===== src/design/rfcf_pkg.sv =====
// Shared types, codes and the CRC-16/MODBUS byte update for the frame filter.
// No dependencies; imported by every module of the block.
`default_nettype none

package rfcf_pkg;

	localparam logic [1:0] OP_FRAME = 2'd0;
	localparam logic [1:0] OP_CLEAR = 2'd1;
	localparam logic [1:0] OP_READ  = 2'd2;
	localparam logic [1:0] OP_NONE  = 2'd3;

	localparam logic [1:0] ST_OK  = 2'd0;
	localparam logic [1:0] ST_LEN = 2'd1;
	localparam logic [1:0] ST_CRC = 2'd2;

	localparam logic [15:0] CRC_INIT = 16'hFFFF;
	localparam logic [15:0] CRC_POLY = 16'hA001;
	localparam logic [15:0] CRC_SKIP = 16'hFFFF;
	localparam logic [8:0]  COUNT_MAX = 9'd511;
	localparam int          MAC_W = 48;

	typedef logic [MAC_W-1:0] mac_t;

	typedef struct packed {
		logic take;    // word accepted on the input channel
		logic finish;  // finish the held item and load the result register
	} rfcf_cmd_t;

	function automatic logic [15:0] crc_feed(input logic [15:0] crc, input logic [7:0] b);
		logic [15:0] c;
		c = crc ^ {8'h00, b};
		for (int k = 0; k < 8; k++) begin
			if (c[0]) begin
				c = (c >> 1) ^ CRC_POLY;
			end else begin
				c = c >> 1;
			end
		end
		return c;
	endfunction

endpackage

`default_nettype wire


===== src/design/rfcf_if.sv =====
// Channel interfaces of the frame filter: input items, results, config writes.
// Depends on rfcf_pkg for the address type.
`default_nettype none

interface rfcf_in_if;
	import rfcf_pkg::*;
	logic       valid;
	logic       ready;
	logic [1:0] op;
	logic [7:0] data_byte;
	logic       last_byte;
	mac_t       sender_mac;
	logic [3:0] entry_index;

	modport source(output valid, op, data_byte, last_byte, sender_mac, entry_index,
		input ready);
	modport sink(input valid, op, data_byte, last_byte, sender_mac, entry_index,
		output ready);
endinterface

interface rfcf_out_if;
	import rfcf_pkg::*;
	logic       valid;
	logic       ready;
	logic [1:0] status;
	logic       new_peer;
	logic [3:0] found_count;
	mac_t       target_mac;
	logic       entry_valid;
	mac_t       entry_mac;

	modport source(output valid, status, new_peer, found_count, target_mac, entry_valid,
		entry_mac, input ready);
	modport sink(input valid, status, new_peer, found_count, target_mac, entry_valid,
		entry_mac, output ready);
endinterface

interface rfcf_cfg_if;
	logic valid;
	logic ready;
	logic scan_enable;

	modport source(output valid, scan_enable, input ready);
	modport sink(input valid, scan_enable, output ready);
endinterface

`default_nettype wire


===== src/design/rfcf_ctrl.sv =====
// Controller: accepts words, steps into the finish state for frame ends,
// clears and reads, and owns the result valid flag. Depends on rfcf_pkg.
`default_nettype none

module rfcf_ctrl import rfcf_pkg::*; (
	input  wire logic      clk,
	input  wire logic      arst_n,
	input  wire logic      rx_valid,
	input  wire logic [1:0] rx_op,
	input  wire logic      rx_last,
	output logic           rx_ready,
	output logic           res_valid,
	input  wire logic      res_ready,
	output rfcf_cmd_t      cmd
);

	localparam logic S_IDLE   = 1'b0;
	localparam logic S_FINISH = 1'b1;

	logic state_q;
	logic state_d;
	logic res_valid_q;
	logic needs_finish;

	assign rx_ready   = (state_q == S_IDLE);
	assign res_valid  = res_valid_q;
	assign cmd.take   = rx_valid && rx_ready;
	assign cmd.finish = (state_q == S_FINISH) && (!res_valid_q || res_ready);

	always_comb begin
		needs_finish = (rx_op inside {OP_CLEAR, OP_READ}) || (rx_op == OP_FRAME && rx_last);
		state_d = state_q;
		case (state_q)
			S_IDLE: begin
				if (cmd.take && needs_finish) state_d = S_FINISH;
			end
			S_FINISH: begin
				if (cmd.finish) state_d = S_IDLE;
			end
			default: state_d = S_IDLE;
		endcase
	end

	always_ff @(posedge clk or negedge arst_n) begin
		if (!arst_n) begin
			state_q     <= S_IDLE;
			res_valid_q <= 1'b0;
		end else begin
			state_q <= state_d;
			if (cmd.finish) begin
				res_valid_q <= 1'b1;
			end else if (res_ready) begin
				res_valid_q <= 1'b0;
			end
		end
	end

endmodule

`default_nettype wire


===== src/design/rfcf_datapath.sv =====
// Datapath: running CRC, tail bytes, byte count, found table, target and
// the result register. Driven by rfcf_ctrl commands; depends on rfcf_pkg.
`default_nettype none

module rfcf_datapath import rfcf_pkg::*; #(
	parameter int PACKET_BYTES = 64,
	parameter int FOUND_DEPTH  = 10
) (
	input  wire logic       clk,
	input  wire logic       arst_n,
	input  wire rfcf_cmd_t  cmd,
	input  wire logic [1:0] rx_op,
	input  wire logic [7:0] rx_data_byte,
	input  wire mac_t       rx_sender_mac,
	input  wire logic [3:0] rx_entry_index,
	input  wire logic       cfg_we,
	input  wire logic       cfg_scan_enable,
	output logic [1:0]      status,
	output logic            new_peer,
	output logic [3:0]      found_count,
	output mac_t            target_mac,
	output logic            entry_valid,
	output mac_t            entry_mac
);

	localparam int IDX_W = (FOUND_DEPTH > 1) ? $clog2(FOUND_DEPTH) : 1;
	localparam logic [3:0] DEPTH_4 = 4'(FOUND_DEPTH);
	localparam logic [8:0] PKT_9 = 9'(PACKET_BYTES);

	logic        scan_en_q;
	logic [15:0] crc_q;
	logic [15:0] tail_q;
	logic [8:0]  count_q;
	logic [3:0]  total_q;
	mac_t        target_q;
	mac_t        table_q [FOUND_DEPTH];

	logic [1:0]  op_q;
	mac_t        mac_q;
	logic [3:0]  idx_q;

	logic        seen;
	logic        add;
	logic [1:0]  status_d;
	logic [15:0] recv;
	logic        rd_ok;

	// Frame state advances on every accepted byte.
	always_ff @(posedge clk or negedge arst_n) begin
		if (!arst_n) begin
			scan_en_q <= 1'b0;
			crc_q     <= CRC_INIT;
			tail_q    <= '0;
			count_q   <= '0;
			total_q   <= '0;
			target_q  <= '1;
		end else begin
			if (cfg_we) scan_en_q <= cfg_scan_enable;
			if (cmd.take && rx_op == OP_FRAME) begin
				if (count_q >= 9'd2) crc_q <= crc_feed(crc_q, tail_q[15:8]);
				tail_q <= {tail_q[7:0], rx_data_byte};
				if (count_q != COUNT_MAX) count_q <= count_q + 9'd1;
			end
			if (cmd.finish) begin
				case (op_q)
					OP_FRAME: begin
						if (add) total_q <= total_q + 4'd1;
						if (status_d == ST_OK) target_q <= mac_q;
						crc_q   <= CRC_INIT;
						tail_q  <= '0;
						count_q <= '0;
					end
					OP_CLEAR: total_q <= '0;
					default: ;
				endcase
			end
		end
	end

	// Held item and table contents.
	always_ff @(posedge clk) begin
		if (cmd.take) begin
			op_q  <= rx_op;
			mac_q <= rx_sender_mac;
			idx_q <= rx_entry_index;
		end
		if (cmd.finish && op_q == OP_FRAME && add) begin
			table_q[total_q[IDX_W-1:0]] <= mac_q;
		end
	end

	always_comb begin
		seen = 1'b0;
		for (int i = 0; i < FOUND_DEPTH; i++) begin
			if (4'(i) < total_q && table_q[i] == mac_q) seen = 1'b1;
		end
		add  = scan_en_q && !seen && (total_q < DEPTH_4);
		recv = {tail_q[7:0], tail_q[15:8]};
		if (count_q != PKT_9) begin
			status_d = ST_LEN;
		end else if (recv != CRC_SKIP && recv != crc_q) begin
			status_d = ST_CRC;
		end else begin
			status_d = ST_OK;
		end
		rd_ok = (idx_q < total_q) && (idx_q < DEPTH_4);
	end

	// Result register.
	always_ff @(posedge clk) begin
		if (cmd.finish) begin
			status      <= ST_OK;
			new_peer    <= 1'b0;
			found_count <= total_q;
			target_mac  <= target_q;
			entry_valid <= 1'b0;
			entry_mac   <= '0;
			case (op_q)
				OP_FRAME: begin
					status      <= status_d;
					new_peer    <= add;
					found_count <= add ? total_q + 4'd1 : total_q;
					target_mac  <= (status_d == ST_OK) ? mac_q : target_q;
				end
				OP_CLEAR: found_count <= '0;
				OP_READ: begin
					entry_valid <= rd_ok;
					entry_mac   <= rd_ok ? table_q[idx_q[IDX_W-1:0]] : '0;
				end
				default: ;
			endcase
		end
	end

	ap_total_bound: assert property (@(posedge clk) disable iff (!arst_n)
		total_q <= DEPTH_4) else $error("found table count beyond depth");

	ap_frame_restart: assert property (@(posedge clk) disable iff (!arst_n)
		cmd.finish && op_q == OP_FRAME |=> count_q == 9'd0 && crc_q == CRC_INIT)
		else $error("frame state not restarted after frame end");

	ap_shrink_on_clear: assert property (@(posedge clk) disable iff (!arst_n)
		total_q < $past(total_q) |-> $past(cmd.finish && op_q == OP_CLEAR))
		else $error("found table shrank without a clear");

endmodule

`default_nettype wire


===== src/design/rx_frame_crc_filter_peer_scan.sv =====
// Received-frame CRC-16/MODBUS filter with a deduplicated peer scan table.
// Flow: a non-final frame byte is absorbed at its accept edge; a final byte, clear or read
// enters the finish state, which compares and writes the found table and loads the result
// word once the result register is free. Throughput: one byte per cycle inside a frame
// while no finish is pending; input ready stays low for the whole finish state.
// Reset: found table empty, CRC at 0xFFFF, byte count zero, target all ones, scan off.
`default_nettype none

module rx_frame_crc_filter_peer_scan import rfcf_pkg::*; #(
	parameter int PACKET_BYTES = 64,
	parameter int FOUND_DEPTH  = 10
) (
	input  wire logic   clk,
	input  wire logic   arst_n,
	rfcf_in_if.sink     rx,
	rfcf_out_if.source  res,
	rfcf_cfg_if.sink    cfg
);

	rfcf_cmd_t cmd;
	logic      rx_ready;
	logic      res_valid;

	// Config writes land at once; the register only matters at frame end.
	assign cfg.ready = 1'b1;

	assign rx.ready  = rx_ready;
	assign res.valid = res_valid;

	// Controller: hold input ready low while an item is finishing, and hold
	// the finished word in the result register until the sink takes it.
	rfcf_ctrl u_ctrl (
		.clk       (clk),
		.arst_n    (arst_n),
		.rx_valid  (rx.valid),
		.rx_op     (rx.op),
		.rx_last   (rx.last_byte),
		.rx_ready  (rx_ready),
		.res_valid (res_valid),
		.res_ready (res.ready),
		.cmd       (cmd)
	);

	// Datapath: advance CRC and tail bytes per frame byte, then at frame end record
	// the sender and judge length and CRC; frame ends, clears and reads load the result register.
	rfcf_datapath #(
		.PACKET_BYTES (PACKET_BYTES),
		.FOUND_DEPTH  (FOUND_DEPTH)
	) u_dp (
		.clk             (clk),
		.arst_n          (arst_n),
		.cmd             (cmd),
		.rx_op           (rx.op),
		.rx_data_byte    (rx.data_byte),
		.rx_sender_mac   (rx.sender_mac),
		.rx_entry_index  (rx.entry_index),
		.cfg_we          (cfg.valid),
		.cfg_scan_enable (cfg.scan_enable),
		.status          (res.status),
		.new_peer        (res.new_peer),
		.found_count     (res.found_count),
		.target_mac      (res.target_mac),
		.entry_valid     (res.entry_valid),
		.entry_mac       (res.entry_mac)
	);

endmodule

`default_nettype wire


===== src/flat_wrapper.sv =====
// flat-port wrapper written by rule: the top's interface ports become plain ports
module rx_frame_crc_filter_peer_scan_flat import rfcf_pkg::*;
#(
	parameter int PACKET_BYTES = 64,
	parameter int FOUND_DEPTH  = 10
)
  (clk, arst_n, rx_valid, rx_op, rx_data_byte, rx_last_byte, rx_sender_mac, rx_entry_index, rx_ready, res_valid, res_status, res_new_peer, res_found_count, res_target_mac, res_entry_valid, res_entry_mac, res_ready, cfg_valid, cfg_scan_enable, cfg_ready);
  rfcf_in_if rx_i ();
  rfcf_out_if res_i ();
  rfcf_cfg_if cfg_i ();
  input  wire logic clk;
  input  wire logic arst_n;
  input wire logic [$bits(rx_i.valid)-1:0] rx_valid;
  input wire logic [$bits(rx_i.op)-1:0] rx_op;
  input wire logic [$bits(rx_i.data_byte)-1:0] rx_data_byte;
  input wire logic [$bits(rx_i.last_byte)-1:0] rx_last_byte;
  input wire logic [$bits(rx_i.sender_mac)-1:0] rx_sender_mac;
  input wire logic [$bits(rx_i.entry_index)-1:0] rx_entry_index;
  output wire logic [$bits(rx_i.ready)-1:0] rx_ready;
  output wire logic [$bits(res_i.valid)-1:0] res_valid;
  output wire logic [$bits(res_i.status)-1:0] res_status;
  output wire logic [$bits(res_i.new_peer)-1:0] res_new_peer;
  output wire logic [$bits(res_i.found_count)-1:0] res_found_count;
  output wire logic [$bits(res_i.target_mac)-1:0] res_target_mac;
  output wire logic [$bits(res_i.entry_valid)-1:0] res_entry_valid;
  output wire logic [$bits(res_i.entry_mac)-1:0] res_entry_mac;
  input wire logic [$bits(res_i.ready)-1:0] res_ready;
  input wire logic [$bits(cfg_i.valid)-1:0] cfg_valid;
  input wire logic [$bits(cfg_i.scan_enable)-1:0] cfg_scan_enable;
  output wire logic [$bits(cfg_i.ready)-1:0] cfg_ready;
  assign rx_i.valid = rx_valid;
  assign rx_i.op = rx_op;
  assign rx_i.data_byte = rx_data_byte;
  assign rx_i.last_byte = rx_last_byte;
  assign rx_i.sender_mac = rx_sender_mac;
  assign rx_i.entry_index = rx_entry_index;
  assign rx_ready = rx_i.ready;
  assign res_valid = res_i.valid;
  assign res_status = res_i.status;
  assign res_new_peer = res_i.new_peer;
  assign res_found_count = res_i.found_count;
  assign res_target_mac = res_i.target_mac;
  assign res_entry_valid = res_i.entry_valid;
  assign res_entry_mac = res_i.entry_mac;
  assign res_i.ready = res_ready;
  assign cfg_i.valid = cfg_valid;
  assign cfg_i.scan_enable = cfg_scan_enable;
  assign cfg_ready = cfg_i.ready;
  rx_frame_crc_filter_peer_scan #(.PACKET_BYTES(PACKET_BYTES), .FOUND_DEPTH(FOUND_DEPTH)) u_core (.clk(clk), .arst_n(arst_n), .rx(rx_i), .res(res_i), .cfg(cfg_i));
endmodule

===== config.mk =====
export PLATFORM = sky130hd
export DESIGN_NAME = rx_frame_crc_filter_peer_scan_flat
export DESIGN_NICKNAME = d
export VERILOG_FILES = /design/src/design/rfcf_pkg.sv /design/src/design/rfcf_if.sv /design/src/design/rfcf_ctrl.sv /design/src/design/rfcf_datapath.sv /design/src/design/rx_frame_crc_filter_peer_scan.sv /design/src/flat_wrapper.sv
export SDC_FILE = /design/constraint.sdc
export NUM_CORES = 1
export LEC_CHECK = 0
export BUFFER_PORTS_ARGS = -buffer_cell sky130_fd_sc_hd__buf_2
export CORE_MARGIN = 2
export CORE_UTILIZATION = 30
export CTS_CLUSTER_DIAMETER = 40
export DETAILED_ROUTE_END_ITERATION = 8
export REMOVE_ABC_BUFFERS = 1
export SYNTH_ARGS = -nofsm -noshare
export SYNTH_HDL_FRONTEND = slang
export SYNTH_SLANG_ARGS = --single-unit

===== constraint.sdc =====
create_clock -name clk -period 8.7 [get_ports clk]
set_clock_uncertainty 0.05 [all_clocks]
set_input_delay 1.305 -clock clk [delete_from_list [all_inputs] [get_ports clk]]
set_output_delay 1.305 -clock clk [all_outputs]
set_load 0.01 [all_outputs]

Yosys cells after proc, flatten, opt, wreduce, memory -nomap -nowiden
Memories as Yosys holds them, arrays and structs flattened. A register that Yosys moved wholly into a read port is not among the register bits.
Cells that the tools add are included.
{"block": "op_classes", "shift": 0, "multipliers": 0, "n_eq_ne": 18, "n_mux": 56, "magnitude_cmp": 14, "div": 0, "n_reduce_logical": 32, "n_bitwise": 10, "add_sub_neg": 2}
{"operator": "$eq 48x48->1", "count": 10}
{"operator": "$mux 16", "count": 29}
{"operator": "$mux 48", "count": 2}
{"operator": "$mux 9", "count": 4}
{"operator": "$not 2->3", "count": 8}
{"operator": "$logic_and 1x1->1", "count": 21}
{"operator": "$lt 3x4->1 const A", "count": 4}
{"operator": "$mux 1", "count": 16}
{"operator": "$ne 16x16->1", "count": 1}
{"operator": "$ne 16x16->1 const B", "count": 1}
{"operator": "$xor 16x8->16", "count": 1}
{"operator": "$add 9x1->9 const B", "count": 1}
{"operator": "$ge 9x2->1 const B", "count": 1}
{"operator": "$ne 9x7->1 const B", "count": 1}
{"operator": "$ne 9x9->1 const B", "count": 1}
{"operator": "$lt 1x4->1 const A", "count": 2}
{"operator": "$lt 2x4->1 const A", "count": 2}
{"operator": "$lt 4x4->1 const A", "count": 2}
{"operator": "$lt 4x4->1 const B", "count": 2}
{"operator": "$pmux 4 s2", "count": 1}
{"operator": "$logic_not 2->1", "count": 3}
{"operator": "$add 4x1->4 const B", "count": 1}
{"operator": "$eq 2x1->1 const B", "count": 2}
{"operator": "$eq 2x2->1 const B", "count": 2}
{"operator": "other kinds (9)", "count": 14}
{"block": "totals", "rom_bits": 0, "latchBits": 0, "ramBits": 480, "inputBits": 69, "wordCells": 149, "ff_bits": 206, "output_inout_bits": 107, "mem_count": 1}
{"memory": "u_core.u_dp.table_q", "words": 10, "word_bits": 48, "read_ports": 11, "rd_clocked_by_memory_dff": 1, "write_ports": 1, "line": "rfcf_datapath.sv:36", "source": "mac_t table_q [FOUND_DEPTH];"}

Logic depth before layout (Yosys ltp)
Gate-level depths: netlist (run 1).
{"block": "depth", "ltp_word": 35, "depth_mapped": 10, "mapped_depth_nobuf": 9}

Cells and area by module
From an unflattened synthesis (run 1), not the netlist that was laid out.
{"block": "unflattened", "hier_cells": 2147, "area_unflattened_um2": 33953.8}
{"mod": "rfcf_datapath", "n_inst": 1, "area_per_inst_um2": 33819.9, "cells_each": 2133, "seq_area_each_um2": 21590.7}
{"mod": "rfcf_ctrl", "n_inst": 1, "area_per_inst_um2": 122.6, "cells_each": 12, "seq_area_each_um2": 50.0}
{"mod": "rx_frame_crc_filter_peer_scan", "n_inst": 1, "area_per_inst_um2": 11.3, "cells_each": 2, "seq_area_each_um2": 0.0}

Worst setup path before layout (run 1)
No wires, ideal clock.
{"block": "synth_timing", "kind": "input-to-reg", "startpoint": "input res_ready", "endpoint": "memory u_core.u_dp.table_q[3][0] in the netlist's numbering, enable pin", "setup_time_ps": 573, "arrival_ps": 6688, "n_path_buf": 2, "t_required_ps": 8077, "stages": 6, "path_slack_ps": 1389, "cell_sequence": "nand2b_1 and2_1 clkbuf_1 nand2_1 clkbuf_1 nor4_1"}
{"block": "synth_via", "elab_chain_cells": 6}
{"element": "from (decl)", "line": "flat_wrapper.sv:27", "source": "input wire logic [$bits(res_i.ready)-1:0] res_ready;"}
{"element": "$logic_or 1x1->1", "line": "rfcf_ctrl.sv:28", "source": "assign cmd.finish = (state_q == S_FINISH) && (!res_valid_q || res_ready);"}
{"element": "$logic_and 1x1->1", "line": "rfcf_ctrl.sv:28"}
{"element": "$logic_and 1x1->1 (2 in series)", "line": "rfcf_datapath.sv:87", "source": "if (cmd.finish && op_q == OP_FRAME && add) begin"}
{"element": "$mux 1", "line": "rfcf_datapath.sv:87"}
{"element": "$mux 1 (implied by the code)", "line": "rfcf_datapath.sv:88", "source": "table_q[total_q[IDX_W-1:0]] <= mac_q;"}
{"element": "to (decl)", "line": "rfcf_datapath.sv:36"}
Every way passes these cells.

Final worst setup path (run 1)
{"block": "layout_timing", "startpoint": "register u_core.u_dp.mac_q[44]", "endpoint": "memory u_core.u_dp.table_q[2][26] in the netlist's numbering, enable pin"}
{"block": "layout_via", "elab_chain_cells": 18, "elab_cells_between_ends": 36, "cone_classes": "eq/ne (10); mux (12); reduce/logical (14)"}
{"element": "from (decl)", "line": "rfcf_datapath.sv:39", "source": "mac_t mac_q;"}
{"element": "from (signal assigned)", "line": "rfcf_datapath.sv:84", "source": "mac_q <= rx_sender_mac;"}
{"element": "$eq 48x48->1", "line": "rfcf_datapath.sv:95", "source": "if (4'(i) < total_q && table_q[i] == mac_q) seen = 1'b1;"}
{"element": "$logic_and 1x1->1", "line": "rfcf_datapath.sv:95"}
{"element": "$mux 1 (9 in series)", "line": "rfcf_datapath.sv:95"}
{"element": "$mux 1 (*)", "line": "rfcf_datapath.sv:95"}
{"element": "$logic_not 1->1 (*)", "line": "rfcf_datapath.sv:97", "source": "add = scan_en_q && !seen && (total_q < DEPTH_4);"}
{"element": "$logic_and 1x1->1 (*) (2 in series)", "line": "rfcf_datapath.sv:97"}
{"element": "$logic_and 1x1->1 (*)", "line": "rfcf_datapath.sv:87"}
{"element": "$mux 1 (*)", "line": "rfcf_datapath.sv:87"}
{"element": "$mux 1 (implied by the code) (*)", "line": "rfcf_datapath.sv:88"}
Mark *: on every way between the ends. The rest lies on a longest branch, timed or not.

==> key figures, run 1 <==
Clock tree
  • # resized after CTS: 0
  • Clk slew on worst S/H paths: about 0.05 ns
  • Setup bufs post-CTS: 0
  • Clk buf depth: 3
  • Clk_lat worst skew: roughly 0.73 ns
  • Clk root buf: clkbuf_16
  • CTS sink count: between 700 and 800
  • Hold-fix buffers, CTS: 0
  • TritonCTS buffer count: 120
  • CTS tree: built
  • CTS H-tree depth: 3

Critical path
  • R2r endpoint: u_core.u_dp.table_q[2][26]
  • Reg2Reg Depth: 9
  • CP Capture Type: flop
  • FF-to-FF Start: u_core.u_dp.mac_q[44]
  • Critical Path RT: ~9 ns
  • Critical setup path kind: reg -> reg
  • Startpoint Class: flop
  • Crit-path max FO: 26
  • WP data arrival: about 5.6 ns
  • R2R setup slack: 3.40 ns

Timing
  • Maximum clock frequency: 0.189 GHz
  • Final hold violations: 0
  • Slew Limit Fails: 0
  • Setup TNS: 0 ns
  • Unrepaired setup endpoints after global routing: false
  • Tmin final: 5.30 ns
  • Max-slew headroom: 0.143
  • Final period util: 0.609
  • Final setup viols: 0
  • Worst Max-Slew Pin Slew: about 1.3 ns

Final layout
  • Area growth, synth to finish: 19.1%
  • Share of layout cells above drive strength 1: 0.290
  • Util after Layout: 0.361
  • Final instance area: between 40000 and 50000 um2
  • Final std cells w/o fill: 3973
  • Nets@finish: 2450

Yosys
  • Sequential area share after synthesis: 0.634
  • Yosys top cell by area: edfxtp_1
  • Ranking of synthesized cells by area: edfxtp_1 56%, xor2_1 12%, mux4_2 6.3%
  • Distinct cells, synth: 52
  • Synth warnings: 0
  • Syn_area_per_cell: ~16 um2
  • Top-count cell post-synth: edfxtp_1
  • Synth Flop Type: edfxtp_1
  • Synth Cell Area: roughly 34000 um2
  • Ys async rst share: 0.131
  • Commonest cells in the netlist: 638 x edfxtp_1, 479 x xor2_1, 119 x nor4_1
  • Yosys top cell area share: 0.562
  • Mapped Cells: around 2100
  • Seq cells post-synth: approximately 730
  • Post-synth EDFFs: roughly 640

Global route
  • GRT overflow: 0
  • GRT Max-Usage Layer: met2
  • GRT Total Usage: 0.190
  • M3 GR Usage: 0.0378
  • Grt met2 use: 0.305
  • Met1 Use GR: 0.253
  • First-pass GRT wire length: between 150000 and 200000 um
  • Vias in the first global route: ~21000
  • Initial antenna violation count: 6
  • Largest net degree at the start of global routing: 100

Detailed routing
  • Initial DRC count: slightly above 2000
  • Post-route ant nets: 0
  • Vias per cell: a little over 5
  • Routed WL: about 110000 um
  • DR pass1 iterations: 5
  • DRC Markers: 0
  • Vias: 20100
  • Routed len/inst: 28.4 um

Place
  • Dpl cell area: roughly 37000 um2
  • GPL Wtd Cong: approximately 1
  • # port buffers: 174
  • Dpl hpwl: between 70000 and 80000 um
  • Placed Instances: ~3700

Floorplanning
  • I/O Pins: 176
  • Die ar.: 116000 um2
  • Die height: about 340 um
  • Die X-Extent: 341 um
  • Core Footprint: between 100000 and 150000 um2
  • Initial Util: 0.303
  • Row count: 123

Hold path
  • Hold worst-path end: u_core.u_dp.crc_q[7]
  • Hold_sp: u_core.u_dp.crc_q[7]
  • Hold path cells: 2
  • Hold Crit Class: reg -> reg

Power
  • Worst ir drop on vdd: ~0.17 mV
  • Final Power: between 10 and 15 mW
  • Power Density: 252 nW/um2
  • Leakage power: approximately 15 nW

Flow run
  • Max Cap Violations: 0

Run status
  • Status: completed
[flip-flops by register name, summed over array words and instances (netlist names), 2 cells and up]
register	flops
u_core.u_dp.table_q	480
u_core.u_dp.idx_q	4
u_core.u_dp.status	2
u_core.u_dp.total_q	4
u_core.u_dp.found_count	4
u_core.u_dp.entry_mac	48
u_core.u_dp.op_q	2
u_core.u_dp.tail_q	16
u_core.u_dp.target_q	48
u_core.u_dp.crc_q	16
u_core.u_dp.mac_q	48
u_core.u_dp.target_mac	48
u_core.u_dp.count_q	9
[metal layers]
layer,vias to the layer above,wire (um),part of all wire
li1,8624,-,-
met1,10400,46600,0.41
met2,891,53000,0.47
met3,203,8500,0.075
met4,2,4450,0.040
met5,-,11,0.000098
[per-stage QoR]
| step | hold slack (ns) | setup slack (ns) |
|---|---|---|
| after detailed placement | 0.459 | 3.58 |
| after global placement | 0.446 | 3.63 |
| after floorplan | 0.435 | -3.38 |
| after CTS | 0.461 | 3.55 |
| after global routing | 0.490 | 3.29 |
| final | 0.457 | 3.40 |
[cells by family (layout without fill, tap and decap cells)]
logic type,after synthesis,after routing,share of synthesized area
flip-flops,734,734,0.634
adder cells (fa/ha/maj),15,15,0.00550
buffers and inverters,139,464,0.0245
AND/OR/NAND/NOR,344,344,0.0568
XOR/XNOR,510,510,0.131
multiplexers,298,298,0.126
AO/OA/AOI/OAI,106,106,0.0215
other,1,2,0.000110
[critical path, cell delays in order (launching register included)]
cell,delay (ns)
edfxtp_1,0.95
xor2_1,0.71
nor4_1,0.26
nand4_1,0.16
nor3_1,0.10
o41ai_2,0.45
nand4_2,0.42
nor2_1,0.53
and3_2,0.70
buf_4,0.52
[placed cells by master, fill, tap and decap left out, types with 6 or more instances in the layout]
cell | Yosys | layout
xnor2_1 | 31 | 31
clkinv_2 | 0 | 16
mux4_2 | 96 | 96
dfrtp_1 | 32 | 32
ha_1 | 15 | 15
nor2_1 | 22 | 21
mux2_2 | 97 | 97
nand2_1 | 61 | 60
nand4_1 | 30 | 30
buf_2 | 20 | 173
clkbuf_16 | 0 | 123
buf_4 | 29 | 47
nand3_1 | 18 | 18
nor3_1 | 17 | 17
clkbuf_1 | 36 | 12
nor4_1 | 119 | 118
o211ai_1 | 6 | 6
o22ai_1 | 49 | 49
dfstp_2 | 64 | 64
bufinv_16 | 0 | 9
inv_1 | 15 | 15
mux2i_1 | 105 | 105
a21oi_1 | 22 | 22
and2_1 | 51 | 50
inv_6 | 0 | 24
clkinvlp_4 | 0 | 11
clkinv_4 | 0 | 15
edfxtp_1 | 638 | 638
xor2_1 | 479 | 479
[worst max-delay path by stage]
stage,from,end,slack [ns]
after floorplan,res_ready,u_core.u_dp.table_q[3][0],-3.38
after global placement,u_core.u_dp.mac_q[18],u_core.u_dp.table_q[2][7],3.63
after detailed placement,u_core.u_dp.mac_q[18],u_core.u_dp.table_q[2][21],3.58
after CTS,u_core.u_dp.mac_q[18],u_core.u_dp.table_q[2][14],3.55
after global routing,u_core.u_dp.mac_q[44],u_core.u_dp.table_q[2][26],3.29
final,u_core.u_dp.mac_q[44],u_core.u_dp.table_q[2][26],3.40
[where the power goes]
group | internal (mW) | switching (mW) | total (mW)
clock | 2.94 | 1.85 | 4.79
combinational | 0.451 | 0.728 | 1.18
sequential | 4.05 | 0.199 | 4.25
[cell type report]
| class | instances | area (um2) |
|---|---|---|
| clock inverter | 89 | 936 |
| antenna | 1 | 2.50 |
| fill | 10800 | 72000 |
| clock buffer | 139 | 3180 |
| multi-input combinational | 1274 | 11700 |
| tap | 1500 | 1880 |
| inverter | 15 | 56.3 |
| timing repair buffer | 221 | 1240 |
| sequential | 734 | 21600 |
Note: power is estimated with default switching activity, not from simulation.
==> inputs of run 2 (changes only) <==
==> constraint.sdc (replaced) <==
create_clock -name clk -period 4.25 [get_ports clk]
set_clock_uncertainty 0.05 [all_clocks]
set_input_delay 0.6375 -clock clk [delete_from_list [all_inputs] [get_ports clk]]
set_output_delay 0.6375 -clock clk [all_outputs]
set_load 0.01 [all_outputs]
==> run 2 against run 1 <==
Fmax grew 28%. Global-route usage grew 1.2 points. Via count grew 3.1%. Setup slack lost 3.3 ns. Design area grew 4.2%. Wire length grew 5.5%. Critical path depth grew 1. Largest power group unchanged.
==> key figures, run 2 (synthesis results as in run 1) <==
Run status
  • Status: completed (unchanged)

Critical path
  • Crit-path max FO: 30 (was 26)
  • Critical Path RT: 4.62 ns (was 8.99 ns)
  • WP data arrival: 4.50 ns (was 5.58 ns)
  • FF-to-FF Start: u_core.u_dp.mac_q[43] (was u_core.u_dp.mac_q[44])
  • Crit-path leading delay family: simple AND/OR/NAND/NOR gates (unchanged)
  • Critical Path, Cell by Cell: buf_4, xor2_1, nor4_1, nand3_1, nor4_1, o41ai_2, nand4_2, nor2_1, and3_2, buf_12 (was xor2_1, nor4_1, nand4_1, nor3_1, o41ai_2, nand4_2, nor2_1, and3_2, buf_4)
  • Cell mode on critical path: nor4_1
  • Slowest cell on crit path: nor4_1 (was edfxtp_1)
  • CP max stage delay: 0.98 ns (was 0.95 ns)
  • CP startpoint: u_core.u_dp.mac_q[43] (was u_core.u_dp.mac_q[44])
  • Startpoint Class: flop (unchanged)
  • Critical setup path kind: reg -> reg (unchanged)
  • Critical path buffer and inverter count: 2 (was 1)
  • CP Capture Type: flop (unchanged)

Final layout
  • Most frequent cells in the layout: 638 x edfxtp_1, 477 x xor2_1, 173 x buf_2, 133 x clkbuf_16, 128 x buf_4 (was 638 x edfxtp_1, 479 x xor2_1, 173 x buf_2, 123 x clkbuf_16, 118 x nor4_1)
  • Commonest non-fill, non-tap cell in the layout: edfxtp_1 (unchanged)
  • Area of the multi-input gates: 11700 um2 (about the same)
  • FF+latch area: 21600 um2 (unchanged)
  • Largest register FFs: 480 (unchanged)
  • Final instance area: 42300 um2 (was 40600 um2)
  • Filler cells: 10600 (was 10800)
  • Area growth, synth to finish: 24.1% (was 19.1%)
  • Share of layout cells above drive strength 1: 0.319 (was 0.290)
  • Nets@finish: 2587 (was 2450)

Global route
  • GRT Total Usage: 0.202 (was 0.190)
  • Initial antenna violation count: 1 (was 6)
  • GRT overflow: 0 (unchanged)
  • Vias in the first global route: 21400 (was 20600)
  • First-pass GRT wire length: 166000 um (was 158000 um)
  • Largest net degree at the start of global routing: 94 (was 100)

Timing
  • Final setup viols: 0 (unchanged)
  • Slew Limit Fails: 0 (unchanged)
  • Final hold violations: 0 (unchanged)
  • Final period util: 0.972 (was 0.609)
  • Tmin final: 4.13 ns (was 5.30 ns)
  • Worst hold slack: 0.0527 ns (was 0.457 ns)
  • Max-slew headroom: 0.177 (was 0.143)
  • Worst Max-Slew Pin Slew: 1.22 ns (was 1.27 ns)
  • Maximum clock frequency: 0.242 GHz (was 0.189 GHz)
  • Unrepaired setup endpoints after global routing: false (unchanged)

Clock tree
  • CTS sink count: 734 (unchanged)
  • CTS tree: built (unchanged)
  • Clk_lat worst skew: 0.73 ns (about the same)
  • CTS H-tree depth: 4 (was 3)
  • Clk slew on worst S/H paths: 0.05 ns (about the same)
  • Clk buf depth: 3 (unchanged)
  • Clk root buf: clkbuf_16 (unchanged)
  • TritonCTS buffer count: 131 (was 120)

Hold path
  • Hold_sp: rx_sender_mac[42] (was u_core.u_dp.crc_q[7])
  • Hold Crit Class: in -> reg (was reg -> reg)

Detailed routing
  • Routed len/inst: 28.9 um (was 28.4 um)
  • Initial DRC count: 2089 (was 2025)
  • DR WL met3: 7600 um (was 8500 um)
  • WL met1: 50700 um (was 46600 um)
  • Routed WL: 119000 um (was 113000 um)
  • DR pass1 iterations: 5 (unchanged)
  • DR top layer: met5 (unchanged)
  • Routed wl met2: 56100 um (was 53000 um)
  • Post-route ant nets: 0 (unchanged)
  • Vias per cell: 5.04 (was 5.06)
  • Vias: 20700 (was 20100)
  • DRC Markers: 0 (unchanged)

Power
  • Leakage power: 15.4 nW (was 14.6 nW)
  • Power Density: 518 nW/um2 (was 252 nW/um2)
  • Worst ir drop on vdd: 0.308 mV (was 0.167 mV)

Place
  • # port buffers: 174 (unchanged)
  • Dpl cell area: 37600 um2 (was 36500 um2)
  • GPL Wtd Cong: 1.01 (was 1.02)
  • Dpl hpwl: 87200 um (was 78400 um)

Flow run
  • Max Cap Violations: 0 (unchanged)

Floorplanning
  • Die height: 341 um (unchanged)
  • Row count: 123 (unchanged)
  • Die ar.: 116000 um2 (unchanged)
  • Die X-Extent: 341 um (unchanged)
  • I/O Pins: 176 (unchanged)
  • Initial Util: 0.303 (unchanged)
  • Core Footprint: 113000 um2 (unchanged)
## run 2: cell types whose count changed in the layout (fill, tap and decap cells not counted), sizes merged
cell,previous run,this run
buf,221,330
bufinv,9,13
clkbuf,139,149
clkinv,40,48
dlygate4sd3,0,17
inv,44,35
## run 2: through the flow
stage / setup TNS [ns] / worst slack, ns / total power [mW] / std cells / util
finish: 0 / 0.120 / 21.9 / 4112 / 0.376
floorplan: -2306.74 / -7.17 / 10.3 / 2023 / -
CTS: 0 / 0.00666 / 22.1 / 4106 / 0.375
detailed placement: 0 / 0.0527 / 11.5 / 3848 / 0.334
global placement: 0 / 0.0562 / 11.4 / 3848 / 0.334
global route: 0 / 0.0157 / 22.7 / 4111 / 0.376
## run 2: path summary, 6_finish.rpt
check,to,slack [ns],cells past startpoint
max in group asynchronous,u_core.u_dp.target_q[29],2.95,3
setup / recovery,u_core.u_dp.table_q[8][12],0.12,10
setup reg to reg,u_core.u_dp.table_q[8][12],0.12,10
hold reg to reg,u_core.u_dp.crc_q[0],0.47,2
hold / removal,u_core.u_dp.mac_q[42],0.05,1
min in group asynchronous,u_core.u_dp.tail_q[3],0.39,2
## run 2: timing repair
item,in CTS,in global routing
gates resized for setup,0,3
endpoints found under the setup margin,0,468
setup buffers,0,5
hold buffers,17,0
hold endpoints to repair,25,0
## run 2: layout make-up
cell class / instances / share of cell area
Multi-Input combinational cell: 1274 / 0.276
Clock inverter: 92 / 0.0251
Clock buffer: 149 / 0.0805
Inverter: 15 / 0.00133
Tap cell: 1500 / 0.0443
Timing Repair Buffer: 347 / 0.0609
Sequential cell: 734 / 0.511
Antenna cell: 1 / 0.0000591
## run 2: power by group
group          internal, mW  total, mW  switching (mW)  leakage (nW)
sequential             8.30       8.70           0.404          6.91
combinational          1.04       2.65            1.61          6.37
clock                  6.67       10.6            3.91          2.16
## run 2: layer usage
layer	track usage	vias to the layer above
met5	0	-
met4	0.0791	2
met3	0.0397	194
met2	0.323	789
met1	0.270	10800
li1	-	8903
